## src/hdl/dtd_pkg.sv

```systemverilog
// Shared types, codes and constants of the double tap detector.
package dtd_pkg;

    localparam int TIME_W    = 27;
    localparam int PTS_W     = 4;
    localparam int POS_W     = 16;
    localparam int DIST_W    = 10;
    localparam int TIMEOUT_W = 16;
    localparam int TAP_W     = 2;
    localparam int SQ_W      = 2 * POS_W;
    localparam int LIM_W     = 2 * DIST_W;

    localparam logic [DIST_W-1:0]    RADIUS_RST       = 10'd30;
    localparam logic [TIMEOUT_W-1:0] WINDOW_RST       = 16'd500;
    localparam logic [TAP_W-1:0]     TAP_COUNT_MAX    = 2'd3;
    localparam logic [PTS_W-1:0]     SINGLE_POINT     = 4'd1;

    localparam logic [0:0] CFG_RADIUS = 1'b0;
    localparam logic [0:0] CFG_WINDOW = 1'b1;

    typedef enum logic [1:0] {
        KIND_BEGIN  = 2'd0,
        KIND_END    = 2'd1,
        KIND_UPDATE = 2'd2,
        KIND_OTHER  = 2'd3
    } kind_t;

    typedef enum logic [1:0] {
        VERDICT_IGNORE = 2'd0,
        VERDICT_MAYBE  = 2'd1,
        VERDICT_FINISH = 2'd2,
        VERDICT_CANCEL = 2'd3
    } verdict_t;

    typedef struct packed {
        kind_t                    kind;
        logic                     for_watched;
        logic [TIME_W-1:0]        time_ms;
        logic [PTS_W-1:0]         point_count;
        logic signed [POS_W-1:0]  pos_x;
        logic signed [POS_W-1:0]  pos_y;
    } dtd_in_t;

    // Event decision, with a pending distance test when cand is set.
    typedef struct packed {
        verdict_t                 verdict;
        logic                     cand;
        logic signed [POS_W:0]    dx;
        logic signed [POS_W:0]    dy;
        logic signed [POS_W-1:0]  gx;
        logic signed [POS_W-1:0]  gy;
    } dtd_s1_t;

    typedef struct packed {
        verdict_t                 verdict;
        logic signed [POS_W-1:0]  gx;
        logic signed [POS_W-1:0]  gy;
    } dtd_out_t;

endpackage

```

## src/hdl/dtd_ctrl.sv

```systemverilog
// Gesture state and per-event decision stage of the double tap detector.
module dtd_ctrl
    import dtd_pkg::*;
#(
    parameter int MAX_TOUCH_POINTS = 10
)
(
    input  logic                 clk,
    input  logic                 rst_n,
    input  logic                 in_valid,
    output logic                 in_ready,
    input  dtd_in_t              in_item,
    input  logic [TIMEOUT_W-1:0] window_ms,
    input  logic                 take_s1,
    output logic                 s1_valid,
    output dtd_s1_t              s1_item
);

    localparam logic [PTS_W-1:0] MAX_PTS = PTS_W'(MAX_TOUCH_POINTS);

    logic [TAP_W-1:0]        tap_count_reg, tap_count_next;
    logic [TIME_W-1:0]       press_time_reg, press_time_next;
    logic signed [POS_W-1:0] press_x_reg, press_x_next;
    logic signed [POS_W-1:0] press_y_reg, press_y_next;
    logic [PTS_W-1:0]        touch_count_reg, touch_count_next;
    logic                    first_pressed_reg, first_pressed_next;
    logic                    s1_valid_reg;
    dtd_s1_t                 s1_reg, s1_next;

    logic [TIME_W:0]         elapsed;
    logic                    expired;
    logic [TAP_W-1:0]        tap_eff;
    logic                    accept;

    assign in_ready = !s1_valid_reg || take_s1;
    assign accept   = in_valid && in_ready;
    assign s1_valid = s1_valid_reg;
    assign s1_item  = s1_reg;

    // Negative elapsed time never expires.
    assign elapsed = {1'b0, in_item.time_ms} - {1'b0, press_time_reg};
    assign expired = !elapsed[TIME_W]
                     && (elapsed[TIME_W-1:0] > TIME_W'(window_ms));

    always_comb
    begin
        tap_count_next     = tap_count_reg;
        press_time_next    = press_time_reg;
        press_x_next       = press_x_reg;
        press_y_next       = press_y_reg;
        touch_count_next   = touch_count_reg;
        first_pressed_next = first_pressed_reg;
        tap_eff            = tap_count_reg;
        s1_next.verdict    = VERDICT_IGNORE;
        s1_next.cand       = 1'b0;
        s1_next.dx = $signed({in_item.pos_x[POS_W-1], in_item.pos_x})
                   - $signed({press_x_reg[POS_W-1], press_x_reg});
        s1_next.dy = $signed({in_item.pos_y[POS_W-1], in_item.pos_y})
                   - $signed({press_y_reg[POS_W-1], press_y_reg});
        s1_next.gx = press_x_reg;
        s1_next.gy = press_y_reg;
        if (in_item.for_watched)
        begin
            unique case (in_item.kind)
                KIND_BEGIN:
                begin
                    if (expired && (tap_count_reg != '0))
                    begin
                        tap_eff = '0;
                    end
                    tap_count_next = tap_eff;
                    if (tap_eff == '0)
                    begin
                        if (in_item.point_count == SINGLE_POINT)
                        begin
                            press_time_next    = in_item.time_ms;
                            press_x_next       = in_item.pos_x;
                            press_y_next       = in_item.pos_y;
                            touch_count_next   = SINGLE_POINT;
                            first_pressed_next = 1'b1;
                            s1_next.verdict    = VERDICT_MAYBE;
                        end
                    end
                    else
                    begin
                        s1_next.verdict    = VERDICT_CANCEL;
                        s1_next.cand       = (touch_count_reg == SINGLE_POINT)
                                             && (in_item.point_count == SINGLE_POINT);
                        tap_count_next     = '0;
                        first_pressed_next = 1'b0;
                    end
                end
                KIND_END:
                begin
                    if (first_pressed_reg && (tap_count_reg < TAP_COUNT_MAX))
                    begin
                        tap_count_next = tap_count_reg + TAP_W'(1);
                    end
                end
                KIND_UPDATE:
                begin
                    if (in_item.point_count != SINGLE_POINT)
                    begin
                        touch_count_next   = (in_item.point_count > MAX_PTS)
                                             ? MAX_PTS : in_item.point_count;
                        tap_count_next     = '0;
                        first_pressed_next = 1'b0;
                        s1_next.verdict    = VERDICT_CANCEL;
                    end
                end
                KIND_OTHER:
                begin
                end
                default:
                begin
                end
            endcase
        end
    end

    always_ff @(posedge clk or negedge rst_n)
    begin
        if (!rst_n)
        begin
            tap_count_reg     <= '0;
            touch_count_reg   <= '0;
            first_pressed_reg <= 1'b0;
            s1_valid_reg      <= 1'b0;
        end
        else
        begin
            if (accept)
            begin
                tap_count_reg     <= tap_count_next;
                touch_count_reg   <= touch_count_next;
                first_pressed_reg <= first_pressed_next;
            end
            if (in_ready)
            begin
                s1_valid_reg <= in_valid;
            end
        end
    end

    always_ff @(posedge clk)
    begin
        if (accept)
        begin
            press_time_reg <= press_time_next;
            press_x_reg    <= press_x_next;
            press_y_reg    <= press_y_next;
        end
        if (in_ready)
        begin
            s1_reg <= s1_next;
        end
    end

    a_taps_need_press: assert property (@(posedge clk) disable iff (!rst_n)
        (tap_count_reg != '0) |-> first_pressed_reg)
        else $error("tap count nonzero without a recorded press");

    a_touch_bounded: assert property (@(posedge clk) disable iff (!rst_n)
        touch_count_reg <= MAX_PTS)
        else $error("touch count above the touch point limit");

    a_maybe_arms: assert property (@(posedge clk) disable iff (!rst_n)
        (accept && (s1_next.verdict == VERDICT_MAYBE))
        |=> (first_pressed_reg && (tap_count_reg == '0)))
        else $error("single press did not arm the detector");

endmodule

```

## src/hdl/dtd_dist.sv

```systemverilog
// Distance test pipeline and result register of the double tap detector.
module dtd_dist
    import dtd_pkg::*;
(
    input  logic              clk,
    input  logic              rst_n,
    input  logic              s1_valid,
    input  dtd_s1_t           s1_item,
    output logic              take_s1,
    input  logic [DIST_W-1:0] radius_px,
    output logic              out_valid,
    input  logic              out_ready,
    output dtd_out_t          out_item
);

    logic signed [SQ_W+1:0] prod_x, prod_y;
    logic [SQ_W-1:0]        sq_x_reg, sq_y_reg;
    logic [LIM_W-1:0]       lim_reg;
    logic                   cand_reg;
    verdict_t               verdict_reg;
    logic signed [POS_W-1:0] gx_reg, gy_reg;
    logic                   s2_valid_reg;
    logic                   out_valid_reg;
    dtd_out_t               out_reg, out_next;
    logic [SQ_W:0]          dist_sq;
    logic                   near;
    logic                   take_s2;

    assign take_s2   = !out_valid_reg || out_ready;
    assign take_s1   = !s2_valid_reg || take_s2;
    assign out_valid = out_valid_reg;
    assign out_item  = out_reg;

    // Squares of 17-bit differences fit in 32 unsigned bits.
    assign prod_x = s1_item.dx * s1_item.dx;
    assign prod_y = s1_item.dy * s1_item.dy;

    assign dist_sq = {1'b0, sq_x_reg} + {1'b0, sq_y_reg};
    assign near    = dist_sq <= (SQ_W + 1)'(lim_reg);

    always_comb
    begin
        out_next.verdict = verdict_reg;
        out_next.gx      = '0;
        out_next.gy      = '0;
        if (cand_reg && near)
        begin
            out_next.verdict = VERDICT_FINISH;
            out_next.gx      = gx_reg;
            out_next.gy      = gy_reg;
        end
    end

    always_ff @(posedge clk or negedge rst_n)
    begin
        if (!rst_n)
        begin
            s2_valid_reg  <= 1'b0;
            out_valid_reg <= 1'b0;
        end
        else
        begin
            if (take_s1)
            begin
                s2_valid_reg <= s1_valid;
            end
            if (take_s2)
            begin
                out_valid_reg <= s2_valid_reg;
            end
        end
    end

    always_ff @(posedge clk)
    begin
        if (take_s1)
        begin
            sq_x_reg    <= prod_x[SQ_W-1:0];
            sq_y_reg    <= prod_y[SQ_W-1:0];
            lim_reg     <= LIM_W'(radius_px) * LIM_W'(radius_px);
            cand_reg    <= s1_item.cand;
            verdict_reg <= s1_item.verdict;
            gx_reg      <= s1_item.gx;
            gy_reg      <= s1_item.gy;
        end
        if (take_s2)
        begin
            out_reg <= out_next;
        end
    end

    a_finish_needs_test: assert property (@(posedge clk) disable iff (!rst_n)
        (s2_valid_reg && !cand_reg) |-> (verdict_reg != VERDICT_FINISH))
        else $error("finish verdict without a distance test");

    a_zero_when_not_finish: assert property (@(posedge clk) disable iff (!rst_n)
        (out_valid_reg && (out_reg.verdict != VERDICT_FINISH))
        |-> ((out_reg.gx == '0) && (out_reg.gy == '0)))
        else $error("gesture position set on a non-finish result");

endmodule

```

## src/hdl/double_tap_detector.sv

```systemverilog
// Top level of the double tap detector: stream ports, config registers, stages.
//
// Turns a stream of touch events into one verdict per event: ignore, maybe
// (a single-finger press armed the detector), finish (a second single-finger
// press came within the timeout window and within the distance radius of the
// first, reported with the first press position) or cancel. Events whose watched
// flag is clear, and events of the "other" kind, give ignore and leave the state
// alone. From the input transfer to the result transfer, the gesture state is
// updated in the cycle of the input transfer, the distance squares are formed
// in the next stage and summed and compared against the radius squared in the
// result stage. One event per cycle is sustained while the output is not
// stalled; each stage holds only while the one after it is full and stalled,
// so while a result waits the input keeps taking transfers until the two stages
// ahead of the result register are full. Write the configuration registers only
// while no event is in flight.
module double_tap_detector
    import dtd_pkg::*;
#(
    parameter int MAX_TOUCH_POINTS = 10
)
(
    input  logic        clk,
    input  logic        rst_n,
    // Event input.
    input  logic        s_tvalid,
    output logic        s_tready,
    // tdata, low bit up: time_ms[26:0], point_count[30:27], pos_x[46:31],
    // pos_y[62:47], zero pad[63]
    input  logic [63:0] s_tdata,
    // tuser, low bit up: req_type[1:0], for_watched[2]
    input  logic [2:0]  s_tuser,
    // Verdict output.
    output logic        m_tvalid,
    input  logic        m_tready,
    // tdata, low bit up: gesture_x[15:0], gesture_y[31:16]
    output logic [31:0] m_tdata,
    // tuser, low bit up: verdict[1:0]
    output logic [1:0]  m_tuser,
    // Configuration writes.
    input  logic        cfg_we,
    input  logic [0:0]  cfg_index,
    input  logic [15:0] cfg_data
);

    logic [DIST_W-1:0]    radius_px_reg;
    logic [TIMEOUT_W-1:0] window_ms_reg;
    dtd_in_t              in_item;
    dtd_s1_t              s1_item;
    logic                 s1_valid;
    logic                 take_s1;
    dtd_out_t             out_item;

    // Unpack the event transfer into its fields.
    assign in_item.kind        = kind_t'(s_tuser[1:0]);
    assign in_item.for_watched = s_tuser[2];
    assign in_item.time_ms     = s_tdata[26:0];
    assign in_item.point_count = s_tdata[30:27];
    assign in_item.pos_x       = s_tdata[46:31];
    assign in_item.pos_y       = s_tdata[62:47];

    // Pack the result transfer.
    assign m_tuser = out_item.verdict;
    assign m_tdata = {out_item.gy, out_item.gx};

    // Configuration registers; writes land on the clock edge with no wait.
    always_ff @(posedge clk or negedge rst_n)
    begin
        if (!rst_n)
        begin
            radius_px_reg <= RADIUS_RST;
            window_ms_reg <= WINDOW_RST;
        end
        else if (cfg_we)
        begin
            unique case (cfg_index)
                CFG_RADIUS: radius_px_reg <= cfg_data[DIST_W-1:0];
                CFG_WINDOW: window_ms_reg <= cfg_data[TIMEOUT_W-1:0];
                default:    window_ms_reg <= window_ms_reg;
            endcase
        end
    end

    // Gesture state and decision: advance on every input transfer.
    dtd_ctrl #(
        .MAX_TOUCH_POINTS(MAX_TOUCH_POINTS)
    ) u_ctrl (
        .clk        (clk),
        .rst_n      (rst_n),
        .in_valid   (s_tvalid),
        .in_ready   (s_tready),
        .in_item    (in_item),
        .window_ms  (window_ms_reg),
        .take_s1    (take_s1),
        .s1_valid   (s1_valid),
        .s1_item    (s1_item)
    );

    // Distance test and result register.
    dtd_dist u_dist (
        .clk         (clk),
        .rst_n       (rst_n),
        .s1_valid    (s1_valid),
        .s1_item     (s1_item),
        .take_s1     (take_s1),
        .radius_px   (radius_px_reg),
        .out_valid   (m_tvalid),
        .out_ready   (m_tready),
        .out_item    (out_item)
    );

endmodule
```

## config.mk

```make
export PLATFORM = sky130hd
export DESIGN_NAME = double_tap_detector
export DESIGN_NICKNAME = d
export VERILOG_FILES = /design/src/hdl/dtd_pkg.sv /design/src/hdl/dtd_ctrl.sv /design/src/hdl/dtd_dist.sv /design/src/hdl/double_tap_detector.sv
export SDC_FILE = /design/constraint.sdc
export NUM_CORES = 2
export LEC_CHECK = 0
export ABC_AREA = 1
export BUFFER_PORTS_ARGS = -buffer_cell sky130_fd_sc_hd__clkbuf_2
export CAP_MARGIN = 0
export CORE_ASPECT_RATIO = 1.5
export CORE_MARGIN = 1
export CORE_UTILIZATION = 65
export DETAILED_ROUTE_END_ITERATION = 10
export PLACE_DENSITY = 0.83
export SYNTH_ARGS = -nofsm -noshare
export SYNTH_HDL_FRONTEND = slang
export SYNTH_SLANG_ARGS = --single-unit
export TNS_END_PERCENT = 30
```

## constraint.sdc

```tcl
create_clock -name clk -period 12 [get_ports clk]
set_clock_uncertainty 0.2 [all_clocks]
set_input_delay 2.4 -clock clk [delete_from_list [all_inputs] [get_ports clk]]
set_output_delay 2.4 -clock clk [all_outputs]
set_load 0.01 [all_outputs]
```

* After elaboration in Yosys (flattened, before gate mapping)
Cells that the tools add are included.
Word-level totals: output and inout bits 36, bits in registers 317, input port bits 89, word-level logic and storage cells 97
Operators by class: bitwise operators 3, reduce and logical (&&, ||, !) cells 25, $add $sub $neg 5, muxes and demuxes 20, order comparisons 4, multiply operators 3, eq/ne operators 10
Operators by type and width (number):
- multiplier 17 x 17 -> 32 bit | 2
- subtractor 16 x 16 -> 17 bit | 2
- adder 32 x 32 -> 33 bit | 1
- less-or-equal comparator 33 x 20 -> 1 bit | 1
- subtractor 27 x 27 -> 28 bit | 1
- > comparator 27 x 16 -> 1 bit | 1
- multiplier 10 x 10 -> 20 bit | 1
- two-way mux 2 bit | 8
- two-way mux 4 bit | 4
- AND reduction 5 bit | 3
- == test 4 x 1 -> 1 bit (second input constant) | 2
- inequality test 2 x 1 -> 1 bit (second input constant) | 4
- one-hot mux 4 bit (2 select lines) | 1
- logical AND 1 bit | 6
- one-hot mux 2 bit (3 select lines) | 1
- AND reduction 6 bit | 1
- > comparator 4 bit (second input constant) | 1
- zero test 1 bit | 4
- zero test 2 bit | 2
- two-way mux 1 bit | 4
- inequality test 4 x 1 -> 1 bit (second input constant) | 1
- one-hot mux 2 bit (2 select lines) | 1
- AND reduction 2 bit | 2
- nonzero test 2 bit | 2
- 10 further kinds | 14

* Depth between registers and ports, before layout
depth after elaboration 10, mapped depth 29, depth with buffers taken out 27

* By module
Synthesis repeated with hierarchy kept, for this count alone.
Second synthesis, totals: cells, all modules 4363, area, all modules 38777.2 µm²
Modules (own cells, without submodules):
- dtd_dist | cells an instance 3332, area an instance 29323.1 µm², sequential area each 4554.4 µm², instances 1
- dtd_ctrl | cells an instance 917, area an instance 8373.0 µm², sequential area each 4043.9 µm², instances 1
- double_tap_detector | cells an instance 114, area an instance 1081.0 µm², sequential area each 663.1 µm², instances 1

* Least setup slack after synthesis
No wires, ideal clock.
path type in2reg, start in m_tready, end reg u_ctrl.press_time_reg[0] (enable), required time 11.239 ns, slack 1.570 ns, path buffers 0, cell stages on the path 6, setup time 0.561 ns, data arrival time 9.669 ns, path through inv_1 nand2_1 nor2_1 nand2_1 nand2_1 nor3b_1
Between the ends: longest elaborated chain between the ends 5
Ends and longest elaborated chain:
- start: declaration | RTL line double_tap_detector.sv:34 | input logic m_tready,
- logical OR 1 bit | RTL line dtd_dist.sv:29 | assign take_s2 = !out_valid_reg || out_ready;
- via u_dist.take_s2 | RTL line dtd_dist.sv:27 | logic take_s2;
- logical OR 1 bit | RTL line dtd_dist.sv:30 | assign take_s1 = !s2_valid_reg || take_s2;
- logical OR 1 bit | RTL line dtd_ctrl.sv:35 | assign in_ready = !s1_valid_reg || take_s1;
- via s_tready | RTL line double_tap_detector.sv:26 | output logic s_tready,
- logical AND 1 bit | RTL line dtd_ctrl.sv:36 | assign accept = in_valid && in_ready;
- AND reduction 5 bit (no source line)
- end signal: assignment | RTL line dtd_ctrl.sv:149 | press_time_reg <= press_time_next;
- end: declaration | RTL line dtd_ctrl.sv:22 | logic [TIME_W-1:0] press_time_reg, press_time_next;
The timed path passes the listed nets, and every way through them passes these cells. A chain may end at the register's enable or synchronous reset.

* Final worst setup path
start reg u_ctrl.s1_reg (netlist bit u_ctrl.s1_item[51]), end reg u_dist.sq_x_reg[29] (data pin)
Between the ends: longest elaborated chain between the ends 1
Ends and longest elaborated chain:
- start: declaration | RTL line dtd_ctrl.sv:28 | dtd_s1_t s1_reg, s1_next;
- start signal: assignment | RTL line dtd_ctrl.sv:155 | s1_reg <= s1_next;
- multiplier 17 x 17 -> 32 bit | RTL line dtd_dist.sv:35 | assign prod_x = s1_item.dx * s1_item.dx;
- via u_dist.prod_x[29] | RTL line dtd_dist.sv:16 | logic signed [SQ_W+1:0] prod_x, prod_y;
- end signal: assignment | RTL line dtd_dist.sv:78 | sq_x_reg <= prod_x[SQ_W-1:0];
- end: declaration | RTL line dtd_dist.sv:17 | logic [SQ_W-1:0] sq_x_reg, sq_y_reg;
The timed path passes the listed nets, and every way through them passes these cells.

==> results.md <==
- Num CTS Buffers: 34
- PortBufs: 123
- First-pass GRT wire length: 147 mm
- # H-tree levels: 2
- Worst slew pin tran: 1.08 ns
- Number of global-route vias before repair: 30,700
- Slew Limit Fails: 0
- Layout cells sized above 1: 0.0582
- Class of the worst hold path: reg2reg
- Crit path cell chain: nand2_1 > inv_1 > fa_1 > inv_1 > fa_1 > inv_1 > fa_1 > fa_1 > fa_1 > fa_1 > ha_1 > nand2_1 > nor4_1 > nand3_1 > nand3_1 > nand3_1 > nand2_1 > a21oi_1 > xor2_1
- Dpl hpwl: 71.7 mm
- Max-capacitance violation count: 0
- Via density: 5.44
- Post-Syn Area per Cell: 8.93 sq um
- Net count, final: 5,368
- Register area share after synthesis: 0.241
- Max reg flops: 69
- Synth warn: 0
- I/O Pins: 125
- 1st-pass router iterations: 5
- Reg clk slew, reported paths: 0.06 ns
- Skew-Pair Late Insertion Delay: 0.55 ns
- Reg2Reg Launch Point: u_ctrl.s1_item[51]
- Area share of fa/ha/maj cells after synthesis: 0.405
- Drt wl/cell: 17.2 microns
- Unrepaired setup endpoints after global routing: false
- Worst Hold Path EP: u_dist.gx_reg[7]
- Relative slew slack: 0.277
- WHS: 0.217 ns
- WHS Path Cells: 0
- 1st-iter DRT viols: 1,566
- Die Height: 300 microns
- Clock sinks: 314
- Post-Route Utilization: 0.702
- Synthesis-to-layout area growth: 6.24%
- Critical Path Start Type: register
- Asr flop ratio synth: 0.115
- Final hold vios: 0
- Root buffer selected by CTS: clkbuf_16
- Core Rows: 108
- Vias after detailed routing: 28,100
- Post-synth cell types: 53
- Initial antenna violation count: 3
- Gpl congestion: 0.976
- Core Area: 0.0581 sq mm
- Detailed Route WL: 88.9 mm
- Worst reg2reg path depth: 19
- CTS tree: built
- Worst Path Max Fanout: 18
- Worst path most repeated cell: fa_1
- Largest buffer count on any clock path: 3
- Endpoint arrival time on the critical path: 7.43 ns
- Die Area: 0.0601 sq mm
- EDFF count, synth: 278
- Syn Nets: 5,292
- Max incr delay on CP: 0.84 ns
- Data required, critical path: 12.15 ns
- Flops & latches, synth: 314
- Initial core utilization: 0.661
- R2R Setup Slk: 4.72 ns
- Fin crit share: 0.607
- Setup Buffers After CTS: 0
- Die width: 200 microns
- Mux contribution to synthesized area: 0.000293
- Hold path start: u_ctrl.s1_item[23]
- All-Layer GR Usage: 0.311
- Largest family of logic cells by synthesized area: adder cells
- Crit path time final: 7.28 ns
- Slowest cell on the critical path: fa_1
- PostCTS Resize Cnt: 0
- Total gr overflow: 0
- Top FF cell, synth: edfxtp_1
- Synth Instances: 4,299
- DR DRC count: 0
- Number of fill cells in the layout: 4,305
- Status: finished, final reports clean
- CP endpoint kind: register
- Post-CTS Hold Fix Bufs: 0
- Setup tns final: 0 ns
- Crit path kind: reg2reg
- Xor and xnor area share after synthesis: 0.0410
- Pre-CTS setup slack: 4.81 ns
- Most frequent cells in the layout: 1,218 x inv_1, 810 x nand2_1, 563 x fa_1
- Synthesized area: 0.0384 sq mm
- Commonest non-fill, non-tap cell in the layout: inv_1
- Max Fclk: 137 MHz
- Compound-cell area share of the yosys netlist: 0.0550
- Worst setup margin: 4.72 ns
- R2r endpoint: u_dist.sq_x_reg[29]
- Pin count of the biggest net entering global routing: 60
- Simple-gate share of the synthesized area: 0.129
- Post-route ant nets: 0
- Setup-failing EPs final: 0
[how the worst max path moves through the flow]
stage	start	endpoint	slack, ns	cells past startpoint
2_1_floorplan	m_tready	u_ctrl.press_time_reg[0]	1.57	6
3_3_place_gp	u_ctrl.s1_item[51]	u_dist.sq_x_reg[29]	4.91	19
3_5_place_dp	u_ctrl.s1_item[51]	u_dist.sq_x_reg[29]	4.81	19
4_1_cts	u_ctrl.s1_item[51]	u_dist.sq_x_reg[29]	4.79	19
5_1_grt	u_ctrl.s1_item[51]	u_dist.sq_x_reg[29]	4.43	19
6_report	u_ctrl.s1_item[51]	u_dist.sq_x_reg[29]	4.72	19
[worst max-delay path, delay by kind of cell (launching register included)]
kind,cells,cell delay (ns)
AND/OR/NAND/NOR,7,1.37
XOR/XNOR,1,0.27
flip-flops,1,0.82
AO/OA/AOI/OAI,1,0.08
buffers and inverters,3,0.46
adder cells (fa/ha/maj),7,3.86
[metal layers]
metal,part of all wire,wire length [microns],up-vias,global-route usage
li1,-,-,13100,-
met1,0.34,30300,13700,0.328
met2,0.54,48200,983,0.593
met3,0.051,4560,368,0.0358
met4,0.066,5890,0,0.183
met5,0,0,-,0
[stage by stage]
step | std cells | area (sq um)
2_1_floorplan | 4299 | 38400
3_3_place_gp | 5109 | 39700
3_5_place_dp | 5109 | 39700
4_1_cts | 5170 | 40800
5_1_grt | 5173 | 40800
6_report | 5173 | 40800
[cell usage after synthesis, types with 5 or more instances]
cell	count	area (sq um)
nand2_1	812	3050
nor4_1	15	93.8
nor2_2	33	206
a211oi_1	6	45.0
a21oi_1	195	976
a21boi_0	6	45.0
a31oi_1	12	75.1
nand3b_1	8	60.1
dfrtp_1	26	651
a21o_1	12	90.1
o21a_1	6	45.0
xor2_1	110	963
dfstp_2	10	263
o21ai_0	110	551
nand3_1	74	370
inv_1	1219	4580
edfxtp_1	278	8350
clkbuf_1	86	323
nor3_1	18	90.1
ha_1	341	4270
fa_1	563	11300
nand2_2	5	31.3
xnor2_1	70	613
or2_2	10	62.6
o21bai_1	9	67.6
nor2_1	183	687
nand4_1	29	181
[logic make-up after synthesis]
group / count (synthesis)
buffers and inverters: 1315
and+or+nand+nor: 1201
adders and majority gates: 904
AOI/OAI and AO/OA: 384
DFF: 314
xor gates and xnor gates: 180
muxes: 1
[area by class of cell]
type / count / area [sq um] / area share
inverter: 1222 / 4590 / 0.112
clock buffer: 44 / 910 / 0.0223
clock inverter: 17 / 180 / 0.00442
timing repair buffer: 133 / 691 / 0.0169
antenna: 3 / 7.51 / 0.000184
tap: 770 / 963 / 0.0236
sequential: 314 / 9260 / 0.227
multi-input combinational: 2670 / 24200 / 0.593
Power is not shown: default switching activity piles up to over one toggle a cycle in this logic, so the estimate is an artifact.
